[config.mk]
export PLATFORM = sky130hd
export DESIGN_NAME = de_boor_bspline_eval_flat
export DESIGN_NICKNAME = d
export VERILOG_FILES = /design/src/rtl/bspl_pkg.sv /design/src/rtl/bspl_item_if.sv /design/src/rtl/de_boor_bspline_eval.sv /design/src/flat_wrapper.sv
export SDC_FILE = /design/constraint.sdc
export NUM_CORES = 2
export LEC_CHECK = 0
export BUFFER_PORTS_ARGS = -buffer_cell sky130_fd_sc_hd__buf_2
export CAP_MARGIN = 20
export CORE_AREA = 2 2 449 451
export CTS_CLUSTER_SIZE = 16
export DETAILED_ROUTE_END_ITERATION = 16
export DIE_AREA = 0 0 451 453
export GPL_ROUTABILITY_DRIVEN = 0
export PLACE_DENSITY_LB_ADDON = 0.08
export SLEW_MARGIN = 20
export SYNTH_ARGS = -nofsm -noshare
export SYNTH_HDL_FRONTEND = slang
export SYNTH_SLANG_ARGS = --single-unit
export TNS_END_PERCENT = 10
[constraint.sdc]
create_clock -name clk -period 11.2 [get_ports clk]
set_input_delay 1.68 -clock clk [delete_from_list [all_inputs] [get_ports clk]]
set_output_delay 1.68 -clock clk [all_outputs]
set_load 0.05 [all_outputs]
[src/rtl/bspl_pkg.sv]
// Shared types and codes for the B-spline point evaluator.
`default_nettype none
package bspl_pkg;

  localparam int FIELD_W    = 16;
  localparam int SLOT_W     = 5;
  localparam int CFG_DATA_W = 6;
  localparam int CFG_IDX_W  = 2;
  localparam int WEIGHT_W   = 16;
  localparam int WCNT_W     = $clog2(WEIGHT_W);

  typedef logic [1:0] mode_t;
  localparam mode_t MODE_KNOT  = 2'd0;
  localparam mode_t MODE_POINT = 2'd1;
  localparam mode_t MODE_EVAL  = 2'd2;

  typedef logic [1:0] status_t;
  localparam status_t STATUS_OK       = 2'd0;
  localparam status_t STATUS_BAD_SPAN = 2'd1;
  localparam status_t STATUS_ZERO_GAP = 2'd2;

  typedef logic [CFG_IDX_W-1:0] cfg_idx_t;
  localparam cfg_idx_t REG_DEGREE      = 2'd0;
  localparam cfg_idx_t REG_KNOT_COUNT  = 2'd1;
  localparam cfg_idx_t REG_POINT_COUNT = 2'd2;

  localparam logic [2:0] DEGREE_RESET = 3'd3;

endpackage
`default_nettype wire

[src/rtl/bspl_item_if.sv]
// Valid/ready channels for input items and result items.
`default_nettype none
interface bspl_item_if;
  logic               valid;
  logic               ready;
  logic [1:0]         mode;
  logic [4:0]         entry_index;
  logic [15:0]        knot_value;
  logic signed [15:0] point_x;
  logic signed [15:0] point_y;
  logic signed [15:0] point_z;
  logic [4:0]         span_index;
  logic [15:0]        param;
  modport source (output valid, mode, entry_index, knot_value, point_x, point_y, point_z,
                  span_index, param, input ready);
  modport sink (input valid, mode, entry_index, knot_value, point_x, point_y, point_z,
                span_index, param, output ready);
endinterface

interface bspl_result_if;
  logic               valid;
  logic               ready;
  logic signed [15:0] curve_x;
  logic signed [15:0] curve_y;
  logic signed [15:0] curve_z;
  logic [1:0]         status;
  modport source (output valid, curve_x, curve_y, curve_z, status, input ready);
  modport sink (input valid, curve_x, curve_y, curve_z, status, output ready);
endinterface
`default_nettype wire

[src/rtl/de_boor_bspline_eval.sv]
// Evaluates a B-spline curve point from a knot store and a control point store (de Boor).
//
// Knot and point write words go into their stores as they are accepted. An evaluate word
// copies degree+1 points into the working triangle (a read and a write state per point),
// then runs degree*(degree+1)/2 blend steps. Each step reads knots and triangle entries,
// derives the weight with a bit-serial restoring divider (skipped when the weight is
// clamped or the interval is empty), runs a bit-serial shift-add multiplier over the 16
// weight bits for all three coordinates, and writes back. One evaluation runs at a time;
// write words are taken only between evaluations. A finished point waits in the output
// register.
`default_nettype none
module de_boor_bspline_eval
  import bspl_pkg::*;
#(
  parameter int POINT_DEPTH = 16,
  parameter int KNOT_DEPTH  = 32,
  parameter int MAX_DEGREE  = 7,
  parameter int COORD_WIDTH = 16
) (
  input  wire logic                  clk,
  input  wire logic                  rst,
  input  wire logic                  cfg_we,
  input  wire logic [CFG_IDX_W-1:0]  cfg_index,
  input  wire logic [CFG_DATA_W-1:0] cfg_data,
  bspl_item_if.sink                  item,
  bspl_result_if.source              result
);

  localparam int KW = (KNOT_DEPTH > 1) ? $clog2(KNOT_DEPTH) : 1;
  localparam int PW = (POINT_DEPTH > 1) ? $clog2(POINT_DEPTH) : 1;
  localparam int TW = $clog2(MAX_DEGREE + 1);
  localparam int CW = $clog2(KNOT_DEPTH + POINT_DEPTH + 64) + 1;
  localparam int AW = COORD_WIDTH + WEIGHT_W + 1;
  localparam int SW = COORD_WIDTH + WEIGHT_W + 2;
  localparam int VW = 3 * COORD_WIDTH;

  localparam logic signed [SW-1:0] CMAX = SW'((64'sd1 <<< (COORD_WIDTH - 1)) - 64'sd1);
  localparam logic signed [SW-1:0] CMIN = -CMAX - SW'(1);
  localparam logic signed [SW-1:0] HALF = SW'(1) <<< (WEIGHT_W - 1);

  typedef enum logic [3:0] {
    S_IDLE, S_CP_RD, S_CP_WR, S_RD_A0, S_RD_T0, S_RD_T1, S_LD_T1,
    S_WEIGHT, S_DIV, S_MUL, S_WR, S_FIN_RD, S_FINISH
  } state_t;

  function automatic logic [COORD_WIDTH-1:0] sat_coord(input logic signed [SW-1:0] v);
    logic signed [SW-1:0] r;
    begin
      r = (v > CMAX) ? CMAX : ((v < CMIN) ? CMIN : v);
      sat_coord = r[COORD_WIDTH-1:0];
    end
  endfunction

  // configuration
  logic [2:0] degree;
  logic [5:0] knot_count;
  logic [4:0] point_count;

  always_ff @(posedge clk) begin
    if (rst) begin
      degree      <= DEGREE_RESET;
      knot_count  <= '0;
      point_count <= '0;
    end else if (cfg_we) begin
      case (cfg_index)
        REG_DEGREE:      degree      <= cfg_data[2:0];
        REG_KNOT_COUNT:  knot_count  <= cfg_data;
        REG_POINT_COUNT: point_count <= cfg_data[4:0];
        default: ;
      endcase
    end
  end

  // memories
  logic [FIELD_W-1:0] knot_mem [KNOT_DEPTH];
  logic [VW-1:0]      point_mem [POINT_DEPTH];
  logic [VW-1:0]      tri_mem [MAX_DEGREE+1];
  logic [FIELD_W-1:0] knot_rd;
  logic [VW-1:0]      point_rd;
  logic [VW-1:0]      tri_rd;
  logic [KW-1:0]      knot_addr;
  logic [PW-1:0]      point_addr;
  logic [TW-1:0]      tri_addr;
  logic               tri_we;
  logic [TW-1:0]      tri_waddr;
  logic [VW-1:0]      tri_wdata;

  state_t state;
  logic   accept;
  logic [CW-1:0] slot_w;
  logic          knot_we;
  logic          point_we;
  logic [VW-1:0] point_wdata;

  assign accept   = item.valid && item.ready;
  assign slot_w   = CW'(item.entry_index);
  assign knot_we  = accept && (item.mode == MODE_KNOT) && (slot_w < CW'(KNOT_DEPTH));
  assign point_we = accept && (item.mode == MODE_POINT) && (slot_w < CW'(POINT_DEPTH));
  assign point_wdata = {sat_coord(SW'(item.point_z)), sat_coord(SW'(item.point_y)),
                        sat_coord(SW'(item.point_x))};

  always_ff @(posedge clk) begin
    if (knot_we) knot_mem[slot_w[KW-1:0]] <= item.knot_value;
    knot_rd <= knot_mem[knot_addr];
  end

  always_ff @(posedge clk) begin
    if (point_we) point_mem[slot_w[PW-1:0]] <= point_wdata;
    point_rd <= point_mem[point_addr];
  end

  always_ff @(posedge clk) begin
    if (tri_we) tri_mem[tri_waddr] <= tri_wdata;
    tri_rd <= tri_mem[tri_addr];
  end

  // evaluation registers
  logic [4:0]          span_r;
  logic [FIELD_W-1:0]  x_r;
  logic [TW-1:0]       deg_r;
  logic [TW-1:0]       j_r;
  logic [TW-1:0]       k_r;
  logic [TW-1:0]       i_r;
  logic [FIELD_W-1:0]  t0_r;
  logic [FIELD_W-1:0]  t1_r;
  logic [FIELD_W-1:0]  den_r;
  logic [FIELD_W-1:0]  rem_r;
  logic [WEIGHT_W-1:0] w_sh;
  logic [WCNT_W-1:0]   cnt;
  logic [2:0][COORD_WIDTH-1:0] a_lo;
  logic [2:0][COORD_WIDTH-1:0] a_hi;
  logic [2:0][AW-1:0]          acc;
  logic [2:0][AW-1:0]          acc_next;
  logic [2:0][COORD_WIDTH-1:0] blend;
  logic    err_r;
  status_t status_r;

  // range check for an arriving evaluate word
  logic [CW-1:0] d_c, kc_c, pc_c, s_c;
  logic          span_ok;
  always_comb begin
    d_c  = (CW'(degree) > CW'(MAX_DEGREE)) ? CW'(MAX_DEGREE) : CW'(degree);
    kc_c = (CW'(knot_count) > CW'(KNOT_DEPTH)) ? CW'(KNOT_DEPTH) : CW'(knot_count);
    pc_c = (CW'(point_count) > CW'(POINT_DEPTH)) ? CW'(POINT_DEPTH) : CW'(point_count);
    s_c  = CW'(item.span_index);
    span_ok = (s_c >= d_c) && (s_c < pc_c) && (s_c + d_c < kc_c);
  end

  // read addresses
  logic [CW-1:0] p_idx, lo_idx, hi_idx;
  logic [TW:0]   i_inc;
  always_comb begin
    p_idx  = CW'(span_r) - CW'(j_r);
    lo_idx = CW'(span_r) + CW'(1) + CW'(i_r) - CW'(k_r);
    hi_idx = CW'(span_r) + CW'(1) + CW'(i_r);
    i_inc  = (TW+1)'(i_r) + (TW+1)'(1);
    point_addr = p_idx[PW-1:0];
    knot_addr  = (state == S_RD_T1) ? hi_idx[KW-1:0] : lo_idx[KW-1:0];
    tri_addr   = '0;
    if (state == S_RD_T1) tri_addr = i_inc[TW-1:0];
  end

  // divider step, multiplier step, rounding of the blend
  logic [FIELD_W:0] rem2;
  logic             q_bit;
  assign rem2  = {rem_r, 1'b0};
  assign q_bit = (rem2 >= {1'b0, den_r});

  always_comb begin
    for (int c = 0; c < 3; c++) begin
      logic signed [AW-1:0] diff;
      logic signed [SW-1:0] sum;
      diff = AW'($signed(a_hi[c])) - AW'($signed(a_lo[c]));
      acc_next[c] = (acc[c] << 1) + (w_sh[WEIGHT_W-1] ? diff : AW'(0));
      sum = (SW'($signed(a_lo[c])) <<< WEIGHT_W) + SW'($signed(acc[c])) + HALF;
      blend[c] = sat_coord(sum >>> WEIGHT_W);
    end
  end

  always_comb begin
    tri_we    = 1'b0;
    tri_waddr = deg_r - j_r;
    tri_wdata = point_rd;
    if (state == S_CP_WR) tri_we = 1'b1;
    if (state == S_WR) begin
      tri_we    = 1'b1;
      tri_waddr = i_r;
      tri_wdata = {blend[2], blend[1], blend[0]};
    end
  end

  assign item.ready = (state == S_IDLE) && !rst;

  logic [FIELD_W-1:0] tri_x, tri_y, tri_z;
  assign tri_x = FIELD_W'(SW'($signed(tri_rd[COORD_WIDTH-1:0])));
  assign tri_y = FIELD_W'(SW'($signed(tri_rd[2*COORD_WIDTH-1:COORD_WIDTH])));
  assign tri_z = FIELD_W'(SW'($signed(tri_rd[VW-1:2*COORD_WIDTH])));

  always_ff @(posedge clk) begin
    if (rst) begin
      state        <= S_IDLE;
      result.valid <= 1'b0;
    end else begin
      if (result.valid && result.ready && state != S_FINISH) result.valid <= 1'b0;
      case (state)
        S_IDLE: begin
          if (accept && item.mode == MODE_EVAL) begin
            span_r   <= item.span_index;
            x_r      <= item.param;
            deg_r    <= d_c[TW-1:0];
            j_r      <= '0;
            status_r <= STATUS_OK;
            err_r    <= !span_ok;
            state    <= span_ok ? S_CP_RD : S_FINISH;
          end
        end
        S_CP_RD: state <= S_CP_WR;
        S_CP_WR: begin
          if (j_r == deg_r) begin
            k_r   <= deg_r;
            i_r   <= '0;
            state <= (deg_r == '0) ? S_FIN_RD : S_RD_A0;
          end else begin
            j_r   <= j_r + TW'(1);
            state <= S_CP_RD;
          end
        end
        S_RD_A0: state <= S_RD_T0;
        S_RD_T0: begin
          if (i_r == '0) a_lo <= tri_rd;
          state <= S_RD_T1;
        end
        S_RD_T1: begin
          t0_r  <= knot_rd;
          state <= S_LD_T1;
        end
        S_LD_T1: begin
          t1_r  <= knot_rd;
          a_hi  <= tri_rd;
          state <= S_WEIGHT;
        end
        S_WEIGHT: begin
          acc <= '0;
          cnt <= '0;
          if (t1_r <= t0_r) begin
            w_sh     <= '0;
            status_r <= STATUS_ZERO_GAP;
            state    <= S_MUL;
          end else if (x_r <= t0_r) begin
            w_sh  <= '0;
            state <= S_MUL;
          end else if (x_r >= t1_r) begin
            w_sh  <= '1;
            state <= S_MUL;
          end else begin
            rem_r <= x_r - t0_r;
            den_r <= t1_r - t0_r;
            state <= S_DIV;
          end
        end
        S_DIV: begin
          // one quotient bit per cycle
          rem_r <= q_bit ? FIELD_W'(rem2 - {1'b0, den_r}) : rem2[FIELD_W-1:0];
          w_sh  <= {w_sh[WEIGHT_W-2:0], q_bit};
          cnt   <= cnt + WCNT_W'(1);
          if (cnt == WCNT_W'(WEIGHT_W - 1)) begin
            acc   <= '0;
            state <= S_MUL;
          end
        end
        S_MUL: begin
          // weight bits MSB first
          acc  <= acc_next;
          w_sh <= {w_sh[WEIGHT_W-2:0], 1'b0};
          cnt  <= cnt + WCNT_W'(1);
          if (cnt == WCNT_W'(WEIGHT_W - 1)) state <= S_WR;
        end
        S_WR: begin
          a_lo <= a_hi;
          if (i_inc == (TW+1)'(k_r)) begin
            i_r <= '0;
            if (k_r == TW'(1)) begin
              state <= S_FIN_RD;
            end else begin
              k_r   <= k_r - TW'(1);
              state <= S_RD_A0;
            end
          end else begin
            i_r   <= i_inc[TW-1:0];
            state <= S_RD_T0;
          end
        end
        S_FIN_RD: state <= S_FINISH;
        S_FINISH: begin
          // hold until the output register is free
          if (!result.valid || result.ready) begin
            result.valid   <= 1'b1;
            result.curve_x <= err_r ? '0 : tri_x;
            result.curve_y <= err_r ? '0 : tri_y;
            result.curve_z <= err_r ? '0 : tri_z;
            result.status  <= err_r ? STATUS_BAD_SPAN : status_r;
            state          <= S_IDLE;
          end
        end
        default: state <= S_IDLE;
      endcase
    end
  end

endmodule
`default_nettype wire
[src/flat_wrapper.sv]
// flat-port wrapper written by rule: the top's interface ports become plain ports
module de_boor_bspline_eval_flat import bspl_pkg::*;
#(
  parameter int POINT_DEPTH = 16,
  parameter int KNOT_DEPTH  = 32,
  parameter int MAX_DEGREE  = 7,
  parameter int COORD_WIDTH = 16
)
  (clk, rst, cfg_we, cfg_index, cfg_data, item_valid, item_mode, item_entry_index, item_knot_value, item_point_x, item_point_y, item_point_z, item_span_index, item_param, item_ready, result_valid, result_curve_x, result_curve_y, result_curve_z, result_status, result_ready);
  bspl_item_if item_i ();
  bspl_result_if result_i ();
  input  wire logic clk;
  input  wire logic rst;
  input  wire logic cfg_we;
  input  wire logic [CFG_IDX_W-1:0] cfg_index;
  input  wire logic [CFG_DATA_W-1:0] cfg_data;
  input wire logic [$bits(item_i.valid)-1:0] item_valid;
  input wire logic [$bits(item_i.mode)-1:0] item_mode;
  input wire logic [$bits(item_i.entry_index)-1:0] item_entry_index;
  input wire logic [$bits(item_i.knot_value)-1:0] item_knot_value;
  input wire logic [$bits(item_i.point_x)-1:0] item_point_x;
  input wire logic [$bits(item_i.point_y)-1:0] item_point_y;
  input wire logic [$bits(item_i.point_z)-1:0] item_point_z;
  input wire logic [$bits(item_i.span_index)-1:0] item_span_index;
  input wire logic [$bits(item_i.param)-1:0] item_param;
  output wire logic [$bits(item_i.ready)-1:0] item_ready;
  output wire logic [$bits(result_i.valid)-1:0] result_valid;
  output wire logic [$bits(result_i.curve_x)-1:0] result_curve_x;
  output wire logic [$bits(result_i.curve_y)-1:0] result_curve_y;
  output wire logic [$bits(result_i.curve_z)-1:0] result_curve_z;
  output wire logic [$bits(result_i.status)-1:0] result_status;
  input wire logic [$bits(result_i.ready)-1:0] result_ready;
  assign item_i.valid = item_valid;
  assign item_i.mode = item_mode;
  assign item_i.entry_index = item_entry_index;
  assign item_i.knot_value = item_knot_value;
  assign item_i.point_x = item_point_x;
  assign item_i.point_y = item_point_y;
  assign item_i.point_z = item_point_z;
  assign item_i.span_index = item_span_index;
  assign item_i.param = item_param;
  assign item_ready = item_i.ready;
  assign result_valid = result_i.valid;
  assign result_curve_x = result_i.curve_x;
  assign result_curve_y = result_i.curve_y;
  assign result_curve_z = result_i.curve_z;
  assign result_status = result_i.status;
  assign result_i.ready = result_ready;
  de_boor_bspline_eval #(.POINT_DEPTH(POINT_DEPTH), .KNOT_DEPTH(KNOT_DEPTH), .MAX_DEGREE(MAX_DEGREE), .COORD_WIDTH(COORD_WIDTH)) u_core (.clk(clk), .rst(rst), .cfg_we(cfg_we), .cfg_index(cfg_index), .cfg_data(cfg_data), .item(item_i), .result(result_i));
endmodule
; ---- Yosys cells after proc, flatten, opt, wreduce, memory -nomap -nowiden
; Memory sizes are Yosys's and may differ from the RTL's. A register that Yosys moved wholly into a read port is not among the register bits.
; Cells that the tools add are included.
; W data, S select, Z words.
[totals]
elab_cells = 240
output_inout_bits = 52
regBits = 384
n_memories = 3
in_bits = 105
mem_bits_rw = 1664
[mem_list]
columns = name, words, word_bits, rd, rd_ports_with_merged_regs, write_ports, line_no
row1 = u_core.point_mem, 16, 48, 1, 1, 1, de_boor_bspline_eval.sv:76  ; logic [VW-1:0] point_mem [POINT_DEPTH];
row2 = u_core.knot_mem, 32, 16, 1, 1, 1, de_boor_bspline_eval.sv:75  ; logic [FIELD_W-1:0] knot_mem [KNOT_DEPTH];
row3 = u_core.tri_mem, 8, 48, 1, 1, 1, de_boor_bspline_eval.sv:77  ; logic [VW-1:0] tri_mem [MAX_DEGREE+1];
[op_classes]
addsub = 25
mux = 72
n_reduce_logical = 46
n_bitwise = 4
order_cmp = 23
n_eq_ne = 35
[op_table]
columns = cell, count
row1 = $mux W16, 19
row2 = $pmux W99 S3, 1
row3 = $add A32 B33 Y34, 3
row4 = $add A34 B17 Y34 const B, 3
row5 = $add A33 B33 Y33, 3
row6 = $mux W33, 3
row7 = $mux W99, 1
row8 = $mux W48, 2
row9 = $pmux W48 S2, 1
row10 = $gt A18 B16 Y1 const B, 3
row11 = $lt A18 B16 Y1 const B, 3
row12 = $pmux W4 S13, 1
row13 = $sub A16 B16 Y17, 3
row14 = $gt A16 B16 Y1 const B, 3
row15 = $lt A16 B16 Y1 const B, 3
row16 = $pmux W16 S3, 1
row17 = $sub A16 B16 Y16, 3
row18 = $mux W4, 11
row19 = $le A16 B16 Y1, 2
row20 = $pmux W16 S2, 1
row21 = $mux W3, 9
row22 = $eq A4 B4 Y1 const B, 6
row23 = $pmux W3 S2, 3
row24 = $reduce_and A3 Y1, 6
row25 = 50 further kinds, 111

; ---- Depth between registers and ports, before layout
[logic_depth]
depth_word = 8
depth_mapped = 23
depth_no_buf = 23

; ---- Worst setup path before layout
; Ideal clock, no wire load.
[synth_path]
path_type = input to register
from = in rst
to = reg u_core.a_hi[0] (netlist name), enable pin
stages = 2
path_slack_ps = 2570
arrival_ps = 7986
t_required_ps = 10556
setup_ps = 644
path_buffers = 1
path_cell_list = clkbuf_1 > nor4_1
[synth_between]
elab_chain_cells = 2
[synth_lines]
columns = item, line_no
row1 = "start, declared", flat_wrapper.sv:13  ; input wire logic rst;
row2 = $not A1 Y1 (no source line), n/a
row3 = $reduce_and A2 Y1 (no source line), n/a
row4 = "end signal, assigned", de_boor_bspline_eval.sv:239  ; a_hi <= tri_rd;
row5 = "end, declared", de_boor_bspline_eval.sv:131  ; logic [2:0][COORD_WIDTH-1:0] a_hi;
; No other way between the ends.
; A chain may end at the register's enable or synchronous reset.

; ---- Worst setup path in the final report
[layout_path]
from = reg u_core.a_lo[32] (netlist name)
to = reg u_core.acc[98] (netlist name), data pin
[layout_between]
elab_chain_cells = 4
[layout_lines]
columns = item, line_no
row1 = "start, declared", de_boor_bspline_eval.sv:130  ; logic [2:0][COORD_WIDTH-1:0] a_lo;
row2 = "start signal, assigned", de_boor_bspline_eval.sv:230  ; if (i_r == '0) a_lo <= tri_rd;
row3 = "start signal, assigned", de_boor_bspline_eval.sv:279  ; a_lo <= a_hi;
row4 = $sub A16 B16 Y17, de_boor_bspline_eval.sv:173  ; diff = AW'($signed(a_hi[c])) - AW'($signed(a_lo[c]));
row5 = $mux W33, de_boor_bspline_eval.sv:174  ; acc_next[c] = (acc[c] << 1) + (w_sh[WEIGHT_W-1] ? diff : AW'(0));
row6 = $add A33 B33 Y33, de_boor_bspline_eval.sv:174
row7 = $pmux W99 S3, de_boor_bspline_eval.sv:205  ; case (state)
row8 = "end signal, assigned", de_boor_bspline_eval.sv:273  ; acc <= acc_next;
row9 = "end, declared", de_boor_bspline_eval.sv:132  ; logic [2:0][AW-1:0] acc;
; No other way between the ends.

==> results by group <==
Outcome
  • Outcome: completed

Synth
  • Async SR Flop Fraction: 0%
  • Net Count, Synth: 6410
  • Cell Area, Synth: around 93000 um2
  • Seq/Total Area, Yosys: 68.0%
  • Synth Register Bits: 2159
  • Post-synth cell types: 99
  • Cells after Synth: 6000
  • Ys Warns: 0
  • EDFF count, synth: roughly 2000
  • Synthesized area per cell: 15.6 um2
  • Ys flop type: edfxtp_1

Clock network
  • CTS sink cnt: 2159
  • CTS Buf Count: 222
  • Post-CTS Hold Fix Bufs: 0
  • Clk_lat worst skew: between 800 and 900 ps
  • CTS tree: yes
  • H-tree levels: 4
  • Root Buffer: clkbuf_16
  • Post-CTS Resized: 0
  • Postcts setup bufs: 0
  • Clock transition at path regs: 60 ps
  • Clk buf depth: 3

Drt
  • 1st-iter DRT viols: around 4600
  • DRT met1 WL: 105000 um
  • Highest Signal Layer: met5
  • Vias: 51600
  • First-pass detailed-route iteration total: 5
  • Drt wl/cell: 25.2 um
  • Met3 routed wirelength: 12600 um
  • Detailed Route WL: roughly 230000 um
  • Antenna Nets Post-Route: 0
  • DRC: 0
  • Met2 routed WL: 106000 um
  • Vias per cell: 5.69

Floorplanning
  • Die span in x: 451 um
  • Core Region: 199000 um2
  • I/O pin cnt: 157
  • Row count: roughly 160
  • Die height: 453 um
  • Die area: 204000 um2
  • Starting Density: 46.9%

Placed design
  • DP Wirelength: roughly 140000 um
  • IO buf count: around 160
  • Post-place setup slack: 5450 ps
  • Area post-placement: a little under 100000 um2

Layout
  • Multi-input gate area: 28400 um2
  • Register area: 63500 um2
  • Filler cells: 16200
  • Fraction of layout cells with a size suffix above 1: about 18%
  • Commonest non-fill, non-tap cell in the layout: edfxtp_1
  • Fin area: about 100000 um2
  • Area grow syn2layout: 12.4%
  • Most frequent cells in the layout: edfxtp_1, nand2_1, mux4_2
  • Final #Nets: between 6000 and 7000

Critical path
  • Critical path class: reg -> reg
  • CP arrival: 6250 ps
  • CP Launch Type: flip-flop
  • Nature of the critical path endpoint: flip-flop
  • Max stage delay cell, worst path: a2111oi_0
  • Worst-path cell chain: ha_1 -> fa_1 -> nor2b_1 -> o31ai_2 -> a2111oi_0 -> o21a_1 -> o21ai_1 -> a21oi_1 -> o22ai_1 -> buf_4 -> ha_1 -> and3_1 -> a31oi_1 -> o21ai_1 -> a221oi_1 -> nand3_1 -> a2111oi_1 -> nor2_1 -> o21a_1 -> or3_1 -> a21oi_1
  • WP data required: between 10000 and 15000 ps
  • Worst Path Max Fanout: 17
  • Crit path largest cell delay: roughly 600 ps

Pwr
  • Net Sw Power: 5110 uW
  • Leak: 0.0367 uW
  • Power Density: 189 nW/um2
  • P_int: 14700 uW
  • Comb power frac: 14.7%
  • Clock power share: 37.3%
  • Worst vdd ir: 0.172 mV
  • Register share of total power: 48.0%
  • Sw Share: 25.7%

Timing
  • Crit path time final: around 5500 ps
  • Final Hold Violating Endpoints: 0
  • Fin crit share: about half
  • Setup TNS: 0 ps
  • Final Skew: 29.9 ps
  • Max Freq: ~0.18 GHz
  • Fin. max-slew vios: 0
  • Relative slew slack: 29.4%
  • PnR worst setup slack: 5650 ps
  • WHS: 465 ps
  • Worst slew pin tran: 1050 ps
  • Unrepaired setup endpoints after global routing: false
  • Final setup fails: 0

Min path
  • Hold WC Path Type: reg -> reg

GRT
  • Gr usage total: 22.2%
  • Vias in the first global route: 51200
  • Gr ovfl total: 0
  • Largest net degree at the start of global routing: roughly 130
  • Initial antenna violation count: 40
  • First-pass GRT wire length: about 340000 um

Run
  • Max Cap Viol: 0
Yosys cell counts (16+ instances only):
master / number / area (um2)
edfxtp_1: 2028 / 60900
nand2_1: 528 / 1980
mux4_2: 368 / 8290
nor2_1: 345 / 1290
ha_1: 288 / 3600
a21oi_1: 219 / 1100
clkbuf_1: 210 / 788
o21ai_0: 209 / 1050
nand3_1: 191 / 956
inv_1: 189 / 709
dfxtp_1: 131 / 2620
xnor2_1: 117 / 1020
nor2b_1: 103 / 644
a21o_1: 101 / 758
mux2i_1: 88 / 881
xor2_1: 81 / 709
nor3_1: 76 / 380
mux2_2: 63 / 709
o21ai_1: 51 / 255
nand2b_1: 45 / 282
o211ai_1: 36 / 270
o21a_1: 35 / 263
buf_1: 33 / 124
a2bb2oi_1: 31 / 272
and3_1: 27 / 169
a31oi_1: 25 / 156
and2_1: 25 / 156
buf_2: 22 / 110
a211oi_1: 19 / 143
o22a_1: 18 / 158
fa_1: 17 / 340
o21bai_1: 17 / 128
or3_1: 16 / 100
power by group through the flow:
stage	Clock [uW]	Combinational (uW)	Sequential, uW
after global placement	0	2920	9690
after global routing	7880	3170	9540
after detailed placement	0	2940	9690
final	7420	2920	9530
after CTS	7570	2950	9520
after floorplan	0	1990	9560
worst max-delay path, delay by kind of cell (launching register included):
| family | cells | cell delay [ps] |
|---|---|---|
| AOI/OAI and AO/OA | 12 | 2570 |
| adders and majority gates | 3 | 1020 |
| buffers and inverters | 1 | 210 |
| DFF | 1 | 440 |
| and+or+nand+nor | 5 | 1110 |
routing by layer:
layer | vias up | track usage (%)
li1 | 23500 | -
met1 | 26300 | 32.9
met2 | 1407 | 34.9
met3 | 317 | 3.25
met4 | 20 | 5.15
met5 | - | 0
per-stage QoR:
stage               total power [uW]  utilization, %  std cells
finish                         19900            52.7       9064
global route                   20600            52.7       9057
CTS                            20000            52.7       9054
detailed placement             12600            49.0       8639
global placement               12600            49.0       8639
floorplan                      11500               -       6000
cell type report:
cell class,instances,share of cell area [%]
diodes,9,0.0214
clock buffers,301,5.83
clock inverters,114,1.14
inverters,192,0.686
multi-input cells,3367,27.1
flip-flops and latches,2159,60.5
well taps,2656,3.16
repair buffers,266,1.58
sequential cells by signal (all words and copies together), names as in the netlist, 5 cells and up:
signal	count
u_core.point_mem	768
u_core.knot_mem	512
u_core.tri_mem	384
u_core.acc	99
u_core.a_hi	48
u_core.a_lo	48
u_core.point_rd	48
u_core.tri_rd	48
u_core.den_r	16
u_core.knot_rd	16
u_core.rem_r	16
u_core.result.curve_x	16
u_core.result.curve_y	16
u_core.result.curve_z	16
u_core.t0_r	16
u_core.t1_r	16
u_core.w_sh	16
u_core.x_r	16
u_core.knot_count	6
u_core.point_count	5
u_core.span_r	5
final timing paths:
check	cells past startpoint	startpoint	slack (ps)	to
setup / recovery	21	u_core.a_lo[32]$_DFFE_PP_	5650	u_core.acc[98]$_SDFFCE_PN0P_
hold / removal	0	u_core.degree[2]$_SDFFE_PP0P_	470	u_core.deg_r[2]$_DFFE_PP_
setup reg to reg	21	u_core.a_lo[32]$_DFFE_PP_	5650	u_core.acc[98]$_SDFFCE_PN0P_
hold reg to reg	0	u_core.degree[2]$_SDFFE_PP0P_	470	u_core.deg_r[2]$_DFFE_PP_
cell families (layout without fill, tap and decap cells):
kind of cell | count (synthesis) | in the layout | share of synthesized area (%)
adder cells (fa/ha/maj) | 305 | 305 | 4.22
buffers and inverters | 474 | 873 | 2.01
AND/OR/NAND/NOR | 1445 | 1445 | 7.11
AO/OA/AOI/OAI | 900 | 900 | 6.27
flip-flops | 2159 | 2159 | 68.0
multiplexers | 519 | 519 | 10.6
XOR/XNOR | 198 | 198 | 1.86
other | 0 | 9 | 0
Note: power is estimated with default switching activity, not from simulation.
